## src/hw/rtl/utp_pkg.sv

```systemverilog
package utp_pkg;

   // Character codes of the text forms
   localparam logic [7:0] CHAR_DASH   = 8'h2D;
   localparam logic [7:0] CHAR_LBRACE = 8'h7B;
   localparam logic [7:0] CHAR_RBRACE = 8'h7D;

   // Form codes on the result port
   localparam logic [1:0] FORM_BARE   = 2'd0;
   localparam logic [1:0] FORM_HYPHEN = 2'd1;
   localparam logic [1:0] FORM_BRACED = 2'd2;

   // Position counter: saturates one past the longest form
   localparam int unsigned POS_W = 6;
   localparam logic [POS_W-1:0] POS_SAT = 6'd39;

   // Form lengths
   localparam logic [POS_W-1:0] LEN_BARE   = 6'd32;
   localparam logic [POS_W-1:0] LEN_HYPHEN = 6'd36;
   localparam logic [POS_W-1:0] LEN_BRACED = 6'd38;

   // Position of the final character of each form
   localparam logic [POS_W-1:0] END_BARE   = 6'd31;
   localparam logic [POS_W-1:0] END_HYPHEN = 6'd35;
   localparam logic [POS_W-1:0] END_BRACED = 6'd37;

   localparam int unsigned UUID_W = 128;

   // Per-character checks against the current position
   typedef struct packed {
      logic       hex;
      logic [3:0] nibble;
      logic       bare_ok;
      logic       hyphen_ok;
      logic       braced_ok;
   } char_chk_type;

   // One result word
   typedef struct packed {
      logic        valid_res;
      logic [1:0]  form;
      logic [63:0] uuid_upper;
      logic [63:0] uuid_lower;
   } result_type;

endpackage

```

## src/hw/rtl/uuid_text_parser.sv

```systemverilog
// UUID text parser. Takes the text of a UUID one character per word and, on
// the word marked last (or on an empty-string word), returns one result word:
// a valid flag, the form (bare 32 digits, hyphenated 36, braced 38) and the
// 128-bit value split into upper and lower halves, all zero when the text is
// not an accepted form. Hex digits may be upper or lower case. A character
// word is taken every cycle unless an ending word is held back; each word
// passes an input register and then decode and state update, and a result
// word is loaded into the output register as its final character leaves the
// input register. Words go on being taken while a result waits in the output
// register; only a full one that is not being drained holds back an ending word.
module uuid_text_parser (
   input  logic        clock,
   input  logic        reset,
   input  logic        req_valid,
   output logic        req_ready,
   input  logic [7:0]  req_char_code,
   input  logic        req_last,
   input  logic        req_empty_string,
   output logic        rsp_valid,
   input  logic        rsp_ready,
   output logic        rsp_valid_res,
   output logic [1:0]  rsp_form,
   output logic [63:0] rsp_uuid_upper,
   output logic [63:0] rsp_uuid_lower
);

   logic                s1_valid_ff, s1_valid_in;
   logic [7:0]          s1_char_ff;
   logic                s1_last_ff;
   logic                s1_empty_ff;
   logic                rsp_valid_ff, rsp_valid_in;
   utp_pkg::result_type rsp_ff;
   utp_pkg::result_type result;
   logic                s1_ends;
   logic                out_free;
   logic                s1_go;
   logic                take;

   // Advance the held word unless its result has nowhere to go
   always_comb begin
      s1_ends     = s1_last_ff | s1_empty_ff;
      out_free    = !rsp_valid_ff || rsp_ready;
      s1_go       = s1_valid_ff && (!s1_ends || out_free);
      req_ready   = !s1_valid_ff || s1_go;
      take        = req_valid && req_ready;
      s1_valid_in = take ? 1'b1 : (s1_go ? 1'b0 : s1_valid_ff);
   end

   // Hold the incoming word
   always_ff @(posedge clock) begin
      if (reset) begin
         s1_valid_ff <= 1'b0;
      end else begin
         s1_valid_ff <= s1_valid_in;
      end
      if (take) begin
         s1_char_ff  <= req_char_code;
         s1_last_ff  <= req_last;
         s1_empty_ff <= req_empty_string;
      end
   end

   utp_accum u_accum (
      .clock        (clock),
      .reset        (reset),
      .advance      (s1_go),
      .char_code    (s1_char_ff),
      .last         (s1_last_ff),
      .empty_string (s1_empty_ff),
      .result       (result)
   );

   // Load a result word, drop it once taken
   always_comb begin
      if (s1_go && s1_ends) begin
         rsp_valid_in = 1'b1;
      end else if (rsp_ready) begin
         rsp_valid_in = 1'b0;
      end else begin
         rsp_valid_in = rsp_valid_ff;
      end
   end

   always_ff @(posedge clock) begin
      if (reset) begin
         rsp_valid_ff <= 1'b0;
      end else begin
         rsp_valid_ff <= rsp_valid_in;
      end
      if (s1_go && s1_ends) begin
         rsp_ff <= result;
      end
   end

   assign rsp_valid      = rsp_valid_ff;
   assign rsp_valid_res  = rsp_ff.valid_res;
   assign rsp_form       = rsp_ff.form;
   assign rsp_uuid_upper = rsp_ff.uuid_upper;
   assign rsp_uuid_lower = rsp_ff.uuid_lower;

   // An invalid string carries an all-zero result
   a_invalid_zero: assert property (@(posedge clock) disable iff (reset)
      (rsp_valid && !rsp_valid_res) |->
         (rsp_form == utp_pkg::FORM_BARE && rsp_uuid_upper == 64'd0 &&
          rsp_uuid_lower == 64'd0))
      else $error("invalid result word carries nonzero fields");

   // A valid result names one of the three forms
   a_form_code: assert property (@(posedge clock) disable iff (reset)
      (rsp_valid && rsp_valid_res) |->
         (rsp_form == utp_pkg::FORM_BARE || rsp_form == utp_pkg::FORM_HYPHEN ||
          rsp_form == utp_pkg::FORM_BRACED))
      else $error("valid result word with unknown form");

   // An ending word that advances shows up as a result next cycle
   a_end_emits: assert property (@(posedge clock) disable iff (reset)
      (s1_go && s1_ends) |=> rsp_valid)
      else $error("ending word produced no result word");

   // Input stalls only while an ending word is held and its result is blocked
   a_stall_cause: assert property (@(posedge clock) disable iff (reset)
      !req_ready |-> (s1_valid_ff && s1_ends && rsp_valid_ff && !rsp_ready))
      else $error("input stalled without a blocked result");

endmodule

```

## src/hw/rtl/utp_char_decode.sv

```systemverilog
module utp_char_decode (
   input  logic [7:0]                  char_code,
   input  logic [utp_pkg::POS_W-1:0]   pos,
   output utp_pkg::char_chk_type       chk
);

   logic       hex;
   logic [3:0] nibble;
   logic       dash_slot;
   logic       braced_dash_slot;

   // Map the character to a hex nibble
   always_comb begin
      hex    = 1'b1;
      nibble = 4'd0;
      case (char_code) inside
         [8'h30:8'h39]: nibble = 4'(char_code - 8'h30);
         [8'h61:8'h66]: nibble = 4'(char_code - 8'h61 + 8'd10);
         [8'h41:8'h46]: nibble = 4'(char_code - 8'h41 + 8'd10);
         default: begin
            hex    = 1'b0;
            nibble = 4'd0;
         end
      endcase
   end

   // Hyphen positions of the hyphenated form, and shifted by one for braces
   always_comb begin
      dash_slot        = pos inside {6'd8, 6'd13, 6'd18, 6'd23};
      braced_dash_slot = pos inside {6'd9, 6'd14, 6'd19, 6'd24};
   end

   // Check the character against each form at this position
   always_comb begin
      chk.hex     = hex;
      chk.nibble  = nibble;
      chk.bare_ok = (pos < utp_pkg::LEN_BARE) && hex;
      chk.hyphen_ok = (pos < utp_pkg::LEN_HYPHEN) &&
                      (dash_slot ? (char_code == utp_pkg::CHAR_DASH) : hex);
      if (pos >= utp_pkg::LEN_BRACED) begin
         chk.braced_ok = 1'b0;
      end else if (pos == '0) begin
         chk.braced_ok = (char_code == utp_pkg::CHAR_LBRACE);
      end else if (pos == utp_pkg::END_BRACED) begin
         chk.braced_ok = (char_code == utp_pkg::CHAR_RBRACE);
      end else if (braced_dash_slot) begin
         chk.braced_ok = (char_code == utp_pkg::CHAR_DASH);
      end else begin
         chk.braced_ok = hex;
      end
   end

endmodule

```

## src/hw/rtl/utp_accum.sv

```systemverilog
module utp_accum (
   input  logic                  clock,
   input  logic                  reset,
   input  logic                  advance,
   input  logic [7:0]            char_code,
   input  logic                  last,
   input  logic                  empty_string,
   output utp_pkg::result_type   result
);

   logic [utp_pkg::POS_W-1:0]  pos_ff, pos_in;
   logic [utp_pkg::UUID_W-1:0] acc_ff, acc_in;
   logic                       bare_ff, bare_in;
   logic                       hyphen_ff, hyphen_in;
   logic                       braced_ff, braced_in;

   utp_pkg::char_chk_type      chk;
   logic [utp_pkg::UUID_W-1:0] acc_upd;
   logic                       bare_upd, hyphen_upd, braced_upd;
   logic                       ends;

   utp_char_decode u_decode (
      .char_code (char_code),
      .pos       (pos_ff),
      .chk       (chk)
   );

   // Fold the current character into the string state
   always_comb begin
      acc_upd    = chk.hex ? {acc_ff[utp_pkg::UUID_W-5:0], chk.nibble} : acc_ff;
      bare_upd   = bare_ff & chk.bare_ok;
      hyphen_upd = hyphen_ff & chk.hyphen_ok;
      braced_upd = braced_ff & chk.braced_ok;
      ends       = last | empty_string;
   end

   // Pick the form that the completed string matches
   always_comb begin
      result = '0;
      if (!empty_string) begin
         if (pos_ff == utp_pkg::END_BARE && bare_upd) begin
            result.valid_res = 1'b1;
            result.form      = utp_pkg::FORM_BARE;
         end else if (pos_ff == utp_pkg::END_HYPHEN && hyphen_upd) begin
            result.valid_res = 1'b1;
            result.form      = utp_pkg::FORM_HYPHEN;
         end else if (pos_ff == utp_pkg::END_BRACED && braced_upd) begin
            result.valid_res = 1'b1;
            result.form      = utp_pkg::FORM_BRACED;
         end
      end
      if (result.valid_res) begin
         result.uuid_upper = acc_upd[127:64];
         result.uuid_lower = acc_upd[63:0];
      end
   end

   // Next state: clear at the end of a string, else advance
   always_comb begin
      pos_in    = pos_ff;
      acc_in    = acc_ff;
      bare_in   = bare_ff;
      hyphen_in = hyphen_ff;
      braced_in = braced_ff;
      if (advance) begin
         if (ends) begin
            pos_in    = '0;
            acc_in    = '0;
            bare_in   = 1'b1;
            hyphen_in = 1'b1;
            braced_in = 1'b1;
         end else begin
            pos_in    = (pos_ff < utp_pkg::POS_SAT) ? pos_ff + 1'b1 : pos_ff;
            acc_in    = acc_upd;
            bare_in   = bare_upd;
            hyphen_in = hyphen_upd;
            braced_in = braced_upd;
         end
      end
   end

   always_ff @(posedge clock) begin
      if (reset) begin
         pos_ff    <= '0;
         acc_ff    <= '0;
         bare_ff   <= 1'b1;
         hyphen_ff <= 1'b1;
         braced_ff <= 1'b1;
      end else begin
         pos_ff    <= pos_in;
         acc_ff    <= acc_in;
         bare_ff   <= bare_in;
         hyphen_ff <= hyphen_in;
         braced_ff <= braced_in;
      end
   end

endmodule
```

## config.mk

```make
export PLATFORM = sky130hd
export DESIGN_NAME = uuid_text_parser
export DESIGN_NICKNAME = d
export VERILOG_FILES = /design/src/hw/rtl/utp_pkg.sv /design/src/hw/rtl/uuid_text_parser.sv /design/src/hw/rtl/utp_char_decode.sv /design/src/hw/rtl/utp_accum.sv
export SDC_FILE = /design/constraint.sdc
export NUM_CORES = 1
export LEC_CHECK = 0
export ABC_AREA = 1
export ABC_CLOCK_PERIOD_IN_PS = 4900
export BUFFER_PORTS_ARGS = -buffer_cell sky130_fd_sc_hd__buf_2
export CORE_UTILIZATION = 59
export DETAILED_ROUTE_END_ITERATION = 10
export PLACE_DENSITY = 0.8
export SLEW_MARGIN = 20
export SYNTH_ARGS = -nofsm -noshare
export SYNTH_HDL_FRONTEND = slang
export SYNTH_HIERARCHICAL = 1
export SYNTH_SLANG_ARGS = --single-unit
```

## constraint.sdc

```tcl
create_clock -name clock -period 4.9 [get_ports clock]
set_input_delay 0.735 -clock clock [delete_from_list [all_inputs] [get_ports clock]]
set_output_delay 0.735 -clock clock [all_outputs]
set_load 0.01 [all_outputs]
```

* Word level (Yosys, flattened, before mapping)
Index checks and enable logic that the tools add are counted.
** Operators by class
- Add/subtract/negate cells :: 6
- Magnitude comparators :: 10
- Eq/ne operators :: 14
- Muxes and demuxes :: 26
- Bitwise logic cells :: 4
- Reductions and logical operators :: 26
** Operators by type and width (count)
- $mux W128 :: 2
- $eq A6 B5 Y1 const B :: 5
- $eq A6 B4 Y1 const B :: 4
- $lt A6 B6 Y1 const B :: 3
- $eq A8 B7 Y1 const B :: 2
- $ge A8 B7 Y1 const B :: 2
- $le A8 B7 Y1 const B :: 2
- $mux W1 :: 15
- $eq A6 B6 Y1 const B :: 2
- $mux W3 :: 4
- $mux W4 :: 3
- $mux W6 :: 2
- $sub A4 B1 Y4 const B :: 3
- $logic_and A1 B1 Y1 :: 11
- $add A4 B4 Y4 const B :: 2
- $eq A8 B6 Y1 const B :: 1
- $ge A8 B6 Y1 const B :: 1
- $le A8 B6 Y1 const B :: 1
- $reduce_bool A4 Y1 :: 2
- $add A6 B1 Y6 const B :: 1
- $ge A6 B6 Y1 const B :: 1
- $logic_not A6 Y1 :: 1
- $reduce_bool A2 Y1 :: 3
- $and A1 B1 Y1 :: 3
- other kinds (6) :: 10
** Storage, ports and cells
- Register bits after elaboration :: 280

* Depth between registers and ports, before layout
Gate-level depths: netlist of run 1.
- Depth after elaboration :: 15
- Gate-level depth with buffers :: 16

* Modules after synthesis
Netlist of run 1, hierarchy kept.
** By module, submodules not included
- utp_accum :: instances 1, cells each 1172, area an instance 8174.1 sq um, seq. area each 2742.6 sq um
- uuid_text_parser :: instances 1, cells each 158, area an instance 4360.4 sq um, seq. area each 4274.1 sq um
- utp_char_decode :: instances 1, cells each 103, area an instance 509.2 sq um, seq. area each 0.0 sq um

* Worst setup path before layout of run 1
Ideal clock, no wire load.
- Kind :: input -> register
- Start point :: input port rsp_ready
- End point :: register rsp_ff, in the netlist rsp_form[0], enable pin
- Setup time :: 0.484 ns
- Arrival :: 3.560 ns
- Data required time :: 4.416 ns
- Slack :: 0.856 ns
- Stages on the path :: 4
- Path buffers :: 0
- Path through :: nor2_4 > a21boi_2 > nand2_1 > inv_1
** Between the ends
- Longest elaborated chain between the ends :: 4
** Ends and longest elaborated chain
- start, declared :: line uuid_text_parser.sv:20 : input logic rsp_ready,
- $logic_or A1 B1 Y1 :: line uuid_text_parser.sv:42 : out_free = !rsp_valid_ff || rsp_ready;
- $logic_or A1 B1 Y1 :: line uuid_text_parser.sv:43 : s1_go = s1_valid_ff && (!s1_ends || out_free);
- $logic_and A1 B1 Y1 :: line uuid_text_parser.sv:43
- via s1_go :: line uuid_text_parser.sv:36 : logic s1_go;
- $logic_and A1 B1 Y1 :: line uuid_text_parser.sv:90 : if (s1_go && s1_ends) begin
- end signal, assigned :: line uuid_text_parser.sv:91 : rsp_ff <= result;
- end, declared :: line uuid_text_parser.sv:32 : utp_pkg::result_type rsp_ff;
The timed path passes the listed nets, and every way through them passes these cells.
A chain may end at the register's enable or synchronous reset.

==> metrics.txt, run 1 <==
result of the run=finished clean; detailed-route DRC error count=0; relative contribution of combinational cells to total power=0.045; post-synthesis cell type count=33; CP Launch Point=s1_char_ff[1]$_DFFE_PP_; clock period minus final worst setup slack=3293 ps; final routed wire length divided by cell count=14.46 um; total nets after synthesis=1452; TritonCTS clock tree=built; sort of element at the end of the critical path=flip-flop; post-synthesis xor/xnor area fraction=0; clock-pin slew on the worst setup and hold paths=60 ps; transition time at the pin with the least slew margin=987.3 ps; area of the mapped netlist=13040 sq um; Syn Inst Count=1433; maximum count of clock buffers along a single path=3; nets@finish=1538; setup TNS=0 ps; total via count after detailed routing=9842; TritonCTS buffer count=29; clock skew after layout=11.48 ps; DRC marker count from the first detailed-route iteration=769; YS warnings=6; Slew Limit Headroom=0.3418; number of sinks driven by the clock tree=280; Critical Path AT=3660 ps; share of power burned in the clock network=0.439; Core Box Area=21760 sq um; Final period util=0.6720; H-Tree Level Count=1; Ports=147; Antenna Cells=0; Port Buffer Count=146; switching power summed over all nets=1047 uW; pin count of the biggest net entering global routing=130; IR drop worst, VDD=0.2373 mV; Reg2Reg Launch Point=s1_char_ff[1]$_DFFE_PP_; HPWL after detailed placement=15.45 mm; Power Dens Cells=334.8 nW/um^2; number of synthesized register bits=280; share of layout cells above drive strength 1=0.2128; main combinational cell family by area after synthesis=compound AO/OA/AOI/OAI gates; first-pass GRT wire length=42.27 mm; unrepaired setup endpoints after global routing=false; fraction of synthesized area in multiplexers=0; worst skew pair latency=530 ps; DIE AREA=22710 sq um; post-route total power=4875 uW; critical path launch point type=flip-flop; signed area change from the synthesized netlist to the final layout=11.63%; count of max-cap constraint violations=0; type of the setup path with the least slack=flip-flop to flip-flop; maximum fanout count along the critical path=84; die outline width=150.7 um; post-route antenna net violation count=0; Root Driver=clkbuf_16; DR pass1 iterations=5; fraction of the mapped netlist area in compound gates=0.2116; global routing usage summed across all routing layers=0.2296; part of the power in registers=0.516; remaining global-route overflow=0; number of setup buffers added after CTS=0; achievable clock frequency=303.7 MHz; pins over their slew limit=0; Vert. Die Dim=150.7 um; Static Leak=0.004948 uW; via density per instance=5.405; num rows=54; via count of the first global-routing pass=8801; simple logic cell fraction of the synthesized area=0.1576; Fin. Hold Viols=0; antenna violations before repair=0; worst hold path depth=1; highest-count cells in the layout ignoring fill and taps=nand2_1 (394), a21oi_1 (180), buf_2 (145); area share of fa/ha/maj cells after synthesis=0.004796; switching share of total power=0.2147; Initial Util=0.5996; Cell Int Power=3828 uW; Hold WC Path Type=primary input to flip-flop; proportion of synthesized chip area in sequential cells=0.5379; Final Setup Violations=0; post-cts resize count=0; data required time of the critical path=5270 ps; startpoint of the lowest-slack hold path=req_char_code[1]; most common cell after layout, fill and taps aside=nand2_1; Worst R2R Path Depth=14; count of hold-fix buffers inserted at cts=0; Routed Wire Length=26.33 mm; Avg Inst Size Synth=9.102 sq um; final weighted congestion of routability-driven global placement=0.8180
Yosys cell counts, drive strengths merged:
cell type	instances	area share
nand3b	2	0.0012
nand2	400	0.12
inv	127	0.037
dfxtp	139	0.21
nor2	78	0.024
buf	62	0.040
edfxtp	141	0.32
nand3	26	0.011
a21boi	129	0.10
a21oi	183	0.071
o22ai	1	0.00048
nor3	5	0.0028
o21ai	92	0.035
nand2b	1	0.0011
ha	5	0.0048
clkbuf	40	0.012
nand4	2	0.0014
critical path: stages (launching register included):
cell and delay, ps:
edfxtp_1 400, inv_1 130, ha_1 210, nand3b_1 150, nand4_2 200, nand2_8 430, nand2_1 130, a21oi_2 140
nand2_1 70, nor2_1 100, nand2_1 80, nand2_2 110, nand2_8 250, buf_16 360, a21boi_2 230
stage by stage:
step                worst slack [ps]  hold slack, ps  std cells  utilization  cell area (sq um)
CTS                             1450           365.5       1820       0.6680              14530
floorplan                      856.1           444.4       1433            -              13040
detailed placement              1496           455.1       1767       0.6253              13600
finish                          1607           384.0       1821       0.6693              14560
global placement                1646           450.8       1767       0.6253              13600
global route                    1421           358.3       1821       0.6693              14560
power by group through the flow:
stage               sequential [uW]  clock (uW)  combinational, uW
floorplan                      2580           0                136
global placement               2560           0                218
detailed placement             2560           0                221
CTS                            2510        2180                223
global route                   2520        2270                245
finish                         2510        2140                221
registers in the layout, indices dropped and copies added, names as in the netlist, 2 cells and up:
| name | flops |
|---|---|
| rsp_uuid_upper | 64 |
| rsp_form | 2 |
| u_accum/pos_ff | 6 |
| rsp_uuid_lower | 64 |
| u_accum/acc_ff | 128 |
| s1_char_ff | 8 |
final cells by class:
class                   instances  area, sq um
fillers                      1694         7196
flip-flops and latches        280         7017
multi-input cells             924         4906
repair buffers                157        873.3
clock buffers                  39        783.3
inverters                     127        484.2
well taps                     280        350.3
clock inverters                14        146.4
layer usage:
metal / share of wire / track usage / vias up
met5: 0 / 0 / -
met4: 0.023 / 0.07150 / 0
met3: 0.058 / 0.03152 / 41
met2: 0.48 / 0.3783 / 317
met1: 0.44 / 0.3139 / 4600
li1: - / - / 4884
final timing paths:
check,slack (ps),endpoint
worst max-delay path,1610,rsp_uuid_upper[1]$_DFFE_PP_
worst min register to register,460,u_accum/acc_ff[43]$_SDFFE_PP0P_
worst min-delay path,380,s1_char_ff[1]$_DFFE_PP_
worst max register to register,1610,rsp_uuid_upper[1]$_DFFE_PP_
cell families after synthesis:
kind of cell,Yosys count
buf+inv,229
fa+ha+maj,5
flops,280
compound gates,405
simple gates,514
(Power assumes the default switching activity.)
==> inputs of run 2 (changes only) <==
--- a/config.mk
+++ b/config.mk
@@ -6,7 +6,7 @@
 export NUM_CORES = 1
 export LEC_CHECK = 0
 export ABC_AREA = 1
-export ABC_CLOCK_PERIOD_IN_PS = 4900
+export ABC_CLOCK_PERIOD_IN_PS = 3300
 export BUFFER_PORTS_ARGS = -buffer_cell sky130_fd_sc_hd__buf_2
 export CORE_UTILIZATION = 59
 export DETAILED_ROUTE_END_ITERATION = 10
==> constraint.sdc (replaced) <==
create_clock -name clock -period 3.3 [get_ports clock]
set_input_delay 0.495 -clock clock [delete_from_list [all_inputs] [get_ports clock]]
set_output_delay 0.495 -clock clock [all_outputs]
set_load 0.01 [all_outputs]
==> run 2 against run 1 <==
Via count is 0.94% higher. Highest routed layer unchanged. Die area did not move. Clock skew is 4.8 ps higher. Cell count increased by 0.33%. Critical path depth is 1 lower. Largest power group unchanged. Worst hold slack got worse by 250 ps. Count of clock-buffer cells in the layout up 6.
==> metrics.txt, run 2 (synthesis results as in run 1) <==
Routed Wire Length=26.63 mm (was 26.33 mm); count of hold-fix buffers inserted at cts=0 (unchanged); unrepaired setup endpoints after global routing=false (unchanged); global routing usage summed across all routing layers=0.2342 (was 0.2296); Initial Util=0.5996 (unchanged); HPWL after detailed placement=16.22 mm (was 15.45 mm); data required time of the critical path=3560 ps (was 5270 ps); signed area change from the synthesized netlist to the final layout=12.63% (was 11.63%); first-pass GRT wire length=43.33 mm (was 42.27 mm); clock period minus final worst setup slack=2795 ps (was 3293 ps); achievable clock frequency=357.8 MHz (was 303.7 MHz); Port Buffer Count=146 (unchanged); clock-pin slew on the worst setup and hold paths=60 ps (about the same); post-route antenna net violation count=0 (unchanged); pin count of the biggest net entering global routing=185 (was 130); Core Box Area=21760 sq um (unchanged); number of setup buffers added after CTS=0 (unchanged); Finished Layout Cells=1827 (was 1821); antenna violations before repair=0 (unchanged); Vert. Die Dim=150.7 um (unchanged); Ports=147 (unchanged); total via count after detailed routing=9935 (was 9842); maximum count of clock buffers along a single path=3 (unchanged); maximum fanout count along the critical path=43 (was 84); nets@finish=1544 (was 1538); via count of the first global-routing pass=9007 (was 8801); Static Leak=0.005018 uW (was 0.004948 uW); Final period util=0.8468 (was 0.6720); Power Dens Cells=489.1 nW/um^2 (was 334.8 nW/um^2); Critical Path AT=3050 ps (was 3660 ps); post-cts resize count=0 (unchanged); startpoint of the lowest-slack hold path=req_char_code[5] (was req_char_code[1]); die outline width=150.7 um (unchanged); sort of element at the end of the critical path=flip-flop (unchanged); count of max-cap constraint violations=0 (unchanged); remaining global-route overflow=0 (unchanged); pins over their slew limit=0 (unchanged); type of the setup path with the least slack=flip-flop to flip-flop (unchanged); Antenna Cells=0 (unchanged); DR pass1 iterations=5 (unchanged); highest-count cells in the layout ignoring fill and taps=nand2_1 (394), a21oi_1 (180), buf_2 (145) (unchanged); num rows=54 (unchanged); CP Launch Point=u_accum/pos_ff[2]$_SDFFE_PP0P_ (was s1_char_ff[1]$_DFFE_PP_); clock skew after layout=16.28 ps (was 11.48 ps); TritonCTS clock tree=built (unchanged); most common cell after layout, fill and taps aside=nand2_1 (unchanged); critical path launch point type=flip-flop (unchanged); placement-stage worst setup slack=491.1 ps (was 1496 ps); worst skew pair latency=530 ps (about the same); final routed wire length divided by cell count=14.57 um (was 14.46 um); Final Setup Violations=0 (unchanged); final weighted congestion of routability-driven global placement=0.8632 (was 0.8180); setup TNS=0 ps (unchanged); largest reg by FF count=u_accum/acc_ff (unchanged); TritonCTS buffer count=28 (was 29); Fin. Hold Viols=0 (unchanged); number of sinks driven by the clock tree=280 (unchanged); Root Driver=clkbuf_16 (unchanged); Largest register FFs=128 (unchanged); Hold WC Path Type=primary input to flip-flop (unchanged); IR drop worst, VDD=0.3727 mV (was 0.2373 mV); H-Tree Level Count=1 (unchanged); Reg2Reg Launch Point=u_accum/pos_ff[2]$_SDFFE_PP0P_ (was s1_char_ff[1]$_DFFE_PP_); result of the run=finished clean (unchanged); cell count after placement=1775 (was 1767); DIE AREA=22710 sq um (unchanged); via density per instance=5.438 (was 5.405); DRC marker count from the first detailed-route iteration=997 (was 769); detailed-route DRC error count=0 (unchanged); share of layout cells above drive strength 1=0.2172 (was 0.2128); Slew Limit Headroom=0.4487 (was 0.3418); slack of the critical path=505.4 ps (was 1607 ps); transition time at the pin with the least slew margin=827.0 ps (was 987.3 ps)
## run 2: cell count changes in the layout (fill, tap and decap cells not counted), moves of 2 or more
cell	change
clkbuf_8	+5
clkinv_1	-3
bufinv_16	-2
buf_12	+9
## run 2: final timing paths
path	depth (start not counted)	slack [ps]	end
setup reg to reg	13	510	rsp_uuid_lower[15]$_DFFE_PP_
hold reg to reg	2	460	u_accum/acc_ff[18]$_SDFFE_PP0P_
setup / recovery	13	510	rsp_uuid_lower[15]$_DFFE_PP_
hold / removal	1	140	s1_char_ff[5]$_DFFE_PP_
## run 2: metal layers
layer / vias up / part of all wire / global-route usage
li1: 4902 / - / -
met1: 4685 / 0.43 / 0.3180
met2: 301 / 0.49 / 0.3882
met3: 47 / 0.062 / 0.03333
met4: 0 / 0.024 / 0.07100
met5: - / 0 / 0
## run 2: area by class of cell
cell class	instances	area, sq um
clock inverter	7	61.31
tap	280	350.3
timing repair buffer	164	1018
multi-input combinational	924	4906
clock buffer	45	855.8
fill	1673	7064
sequential	280	7017
inverter	127	483.0
## run 2: per-stage QoR
| step | hold WS, ps | util | total power, uW | cell area [sq um] |
|---|---|---|---|---|
| 6_report | 138.0 | 0.6753 | 7186 | 14690 |
| 5_1_grt | 116.4 | 0.6753 | 7433 | 14690 |
| 4_1_cts | 121.7 | 0.6753 | 7249 | 14690 |
| 3_5_place_dp | 455.2 | 0.6331 | 4142 | 13770 |
| 3_3_place_gp | 451.4 | 0.6331 | 4137 | 13770 |
| 2_1_floorplan | 444.4 | - | 4031 | 13050 |
## run 2: critical path, stage by stage (launching register included)
cell      delay, ps
dfxtp_1         590
nor2_1          150
nand2_1         100
nand2_1          50
a21oi_1         230
nand2b_4        180
a21oi_2          40
nand2_1          80
nor2_1           50
nand2_1         110
nand2_2         100
nand2_8         330
buf_12          340
a21boi_0        130
## run 2: where the power goes
part	switching (uW)	leakage (uW)	internal [uW]	total (uW)
clock	1270	0.000452	1850	3120
sequential	26.0	0.00251	3700	3730
combinational	242	0.00206	94.6	336
==> inputs of run 3 (changes only) <==
--- a/config.mk
+++ b/config.mk
@@ -5,10 +5,10 @@
 export SDC_FILE = /design/constraint.sdc
 export NUM_CORES = 1
 export LEC_CHECK = 0
-export ABC_AREA = 1
-export ABC_CLOCK_PERIOD_IN_PS = 3300
+export ABC_AREA = 0
+export ABC_CLOCK_PERIOD_IN_PS = 2800
 export BUFFER_PORTS_ARGS = -buffer_cell sky130_fd_sc_hd__buf_2
-export CORE_UTILIZATION = 59
+export CORE_UTILIZATION = 58
 export DETAILED_ROUTE_END_ITERATION = 10
 export PLACE_DENSITY = 0.8
 export SLEW_MARGIN = 20
==> constraint.sdc (replaced) <==
create_clock -name clock -period 2.8 [get_ports clock]
set_input_delay 0.42 -clock clock [delete_from_list [all_inputs] [get_ports clock]]
set_output_delay 0.42 -clock clock [all_outputs]
set_load 0.01 [all_outputs]
==> run 3 against run 2 <==
Die area fell by 4.2%. Global-route usage fell by 0.66 points. Register-to-register slack got worse by 350 ps. Clock power rose by 22%. Sequential power rose by 17%. Worst hold slack got worse by 75 ps. Setup slack got worse by 350 ps. Largest power group unchanged.
==> metrics.txt, run 3 <==
Initial Util=0.5989 (was 0.5996); multi-input logic area=4619 sq um (was 4906 sq um); antenna violations before repair=0 (unchanged); share of synthesized flip-flops with an asynchronous set or reset=0 (unchanged); total nets after synthesis=1023 (was 1452); remaining global-route overflow=0 (unchanged); via count of the first global-routing pass=7878 (was 9007); signed area change from the synthesized netlist to the final layout=15.92% (was 12.63%); post-route antenna net violation count=0 (unchanged); die outline width=147.5 um (was 150.7 um); Largest register FFs=128 (unchanged); library cell with the highest instance count after synthesis=edfxtp_1 (was nand2_1); top cells by count, synth=edfxtp_1 (141), dfxtp_1 (139), nor2_1 (137), a22oi_1 (128), mux2i_1 (128) (was nand2_1 (394), a21oi_1 (180), edfxtp_1 (141), dfxtp_1 (139), inv_1 (120)); TritonCTS buffer count=28 (unchanged); final weighted congestion of routability-driven global placement=0.8301 (was 0.8632); worst skew pair latency=540 ps (was 530 ps); Syn Inst Count=1004 (was 1433); IR drop worst, VDD=0.5205 mV (was 0.3727 mV); unrepaired setup endpoints after global routing=false (unchanged); Root Driver=clkbuf_16 (unchanged); WHS=62.70 ps (was 138.0 ps); share of layout cells above drive strength 1=0.3145 (was 0.2172); post-synthesis cell type count=59 (was 33); number of setup buffers added after CTS=0 (unchanged); post-route total power=8528 uW (was 7186 uW); Static Leak=0.004830 uW (was 0.005018 uW); Port Buffer Count=146 (unchanged); EDFF count, synth=141 (unchanged); largest cells by area after synthesis=edfxtp_1 (34%), dfxtp_1 (23%), mux2i_1 (10%) (was edfxtp_1 (32%), dfxtp_1 (21%), nand2_1 (11%)); H-Tree Level Count=1 (unchanged); most common cell after layout, fill and taps aside=buf_2 (was nand2_1); Vert. Die Dim=147.5 um (was 150.7 um); slack of the critical path=150.5 ps (was 505.4 ps); highest-count cells in the layout ignoring fill and taps=buf_2 (145), edfxtp_1 (141), dfxtp_1 (139) (was nand2_1 (394), a21oi_1 (180), buf_2 (145)); area of the mapped netlist=12270 sq um (was 13040 sq um); DRC marker count from the first detailed-route iteration=518 (was 997); final routed wire length divided by cell count=17.78 um (was 14.57 um); sort of element at the end of the critical path=flip-flop (unchanged); Cell Area, Placed=13240 sq um (was 13770 sq um); placement-stage worst setup slack=55.64 ps (was 491.1 ps); pins over their slew limit=0 (unchanged); Avg Inst Size Synth=12.23 sq um (was 9.102 sq um); TritonCTS clock tree=built (unchanged); clock-pin slew on the worst setup and hold paths=60 ps (about the same); critical path launch point type=flip-flop (unchanged); first-pass GRT wire length=40.33 mm (was 43.33 mm); Slew Limit Headroom=0.5088 (was 0.4487); HPWL after detailed placement=15.15 mm (was 16.22 mm); clock skew after layout=14.10 ps (was 16.28 ps); largest reg by FF count=u_accum/acc_ff (unchanged); global routing usage summed across all routing layers=0.2275 (was 0.2342); area share of the leading cell type in the synthesized netlist=0.3450 (was 0.3246); cell area after layout=14230 sq um (was 14690 sq um); detailed-route DRC error count=0 (unchanged); post-cts resize count=0 (unchanged); Critical Path AT=3120 ps (was 3050 ps); num rows=52 (was 54); nets@finish=1145 (was 1544); result of the run=finished clean (unchanged); clock period minus final worst setup slack=2650 ps (was 2795 ps); number of sinks driven by the clock tree=280 (unchanged); total via count after detailed routing=8367 (was 9935); Final period util=0.9463 (was 0.8468); YS warnings=6 (unchanged); transition time at the pin with the least slew margin=736.8 ps (was 827.0 ps); count of max-cap constraint violations=0 (unchanged); data required time of the critical path=3270 ps (was 3560 ps); proportion of synthesized chip area in sequential cells=0.5717 (was 0.5379); pin count of the biggest net entering global routing=101 (was 185); type of the setup path with the least slack=flip-flop to flip-flop (unchanged); final core area utilization=0.6943 (was 0.6753); maximum count of clock buffers along a single path=3 (unchanged); number of synthesized register bits=280 (unchanged); area occupied by registers=7017 sq um (unchanged); Core Box Area=20490 sq um (was 21760 sq um); Power Dens Cells=599.3 nW/um^2 (was 489.1 nW/um^2); via density per instance=5.901 (was 5.438); count of hold-fix buffers inserted at cts=0 (unchanged); Hold WC Path Type=primary input to flip-flop (unchanged); Routed Wire Length=25.22 mm (was 26.63 mm); Main synth FF type=edfxtp_1 (unchanged); maximum fanout count along the critical path=50 (was 43); DR pass1 iterations=5 (unchanged); Fin. Hold Viols=0 (unchanged); number of filler cells placed in the layout=1490 (was 1673); Synth area leader=edfxtp_1 (unchanged); Ports=147 (unchanged); achievable clock frequency=377.4 MHz (was 357.8 MHz); DIE AREA=21750 sq um (was 22710 sq um); Final Setup Violations=0 (unchanged); Antenna Cells=0 (unchanged)
## run 3: changes by cell type after synthesis, moves of 106 or more
| cell | delta |
|---|---|
| a21oi_2 | +108 |
| a21oi_1 | -156 |
| a21boi_2 | -106 |
| inv_1 | -108 |
| a22oi_1 | +128 |
| nand2_1 | -384 |
| mux2i_1 | +128 |
## run 3: final cells by class
class / instances / share of cell area
multi-input cells: 621 / 0.3247
repair buffers: 183 / 0.08802
clock inverters: 18 / 0.01469
well taps: 270 / 0.02374
clock buffers: 34 / 0.05223
inverters: 12 / 0.003517
flip-flops and latches: 280 / 0.4931
## run 3: routing by layer
layer	wire [um]	up-vias	GRT usage
met5	0	-	0
li1	-	3998	-
met3	1072	39	0.02901
met4	559	0	0.06443
met2	12420	243	0.3849
met1	11170	4087	0.3079
## run 3: worst paths after layout
path	start	endpoint	slack [ps]	depth (start not counted)
hold / removal	req_char_code[6]	s1_char_ff[6]$_DFFE_PP_	60	1
hold reg to reg	u_accum/hyphen_ff$_SDFFE_PP1P_	u_accum/hyphen_ff$_SDFFE_PP1P_	470	2
setup reg to reg	s1_char_ff[0]$_DFFE_PP_	u_accum/acc_ff[33]$_SDFFE_PP0P_	150	9
setup / recovery	s1_char_ff[0]$_DFFE_PP_	u_accum/acc_ff[33]$_SDFFE_PP0P_	150	9
## run 3: metrics by stage
stage | instances | TNS (ps)
floorplan | 1004 | -22130
global placement | 1365 | 0
detailed placement | 1365 | 0
CTS | 1417 | 0
global route | 1418 | 0
finish | 1418 | 0
## run 3: worst max-delay path: stages (launching register included)
cell	delay, ps
edfxtp_1	480
ha_1	300
nor3b_1	330
a311oi_4	100
nor2_2	240
inv_6	80
o31ai_4	440
buf_8	380
a22oi_1	120
nor2_1	110
## run 3: kinds of logic (layout without fill, tap and decap cells)
group | after synthesis | count (layout) | synth area share
buffers and inverters | 103 | 247 | 0.05474
multiplexers | 129 | 129 | 0.1053
adder cells (fa/ha/maj) | 5 | 5 | 0.005097
flip-flops | 280 | 280 | 0.5717
XOR/XNOR | 2 | 2 | 0.001427
AO/OA/AOI/OAI | 299 | 299 | 0.1922
AND/OR/NAND/NOR | 186 | 186 | 0.06962
## run 3: power breakdown
group / internal [uW] / total, uW / leakage, uW / switching (uW)
registers: 4350 / 4370 / 0.00260 / 27.4
clock network: 2270 / 3810 / 0.000471 / 1540
logic: 122 / 349 / 0.00176 / 227
total: 6740 / 8530 / 0.00483 / 1790
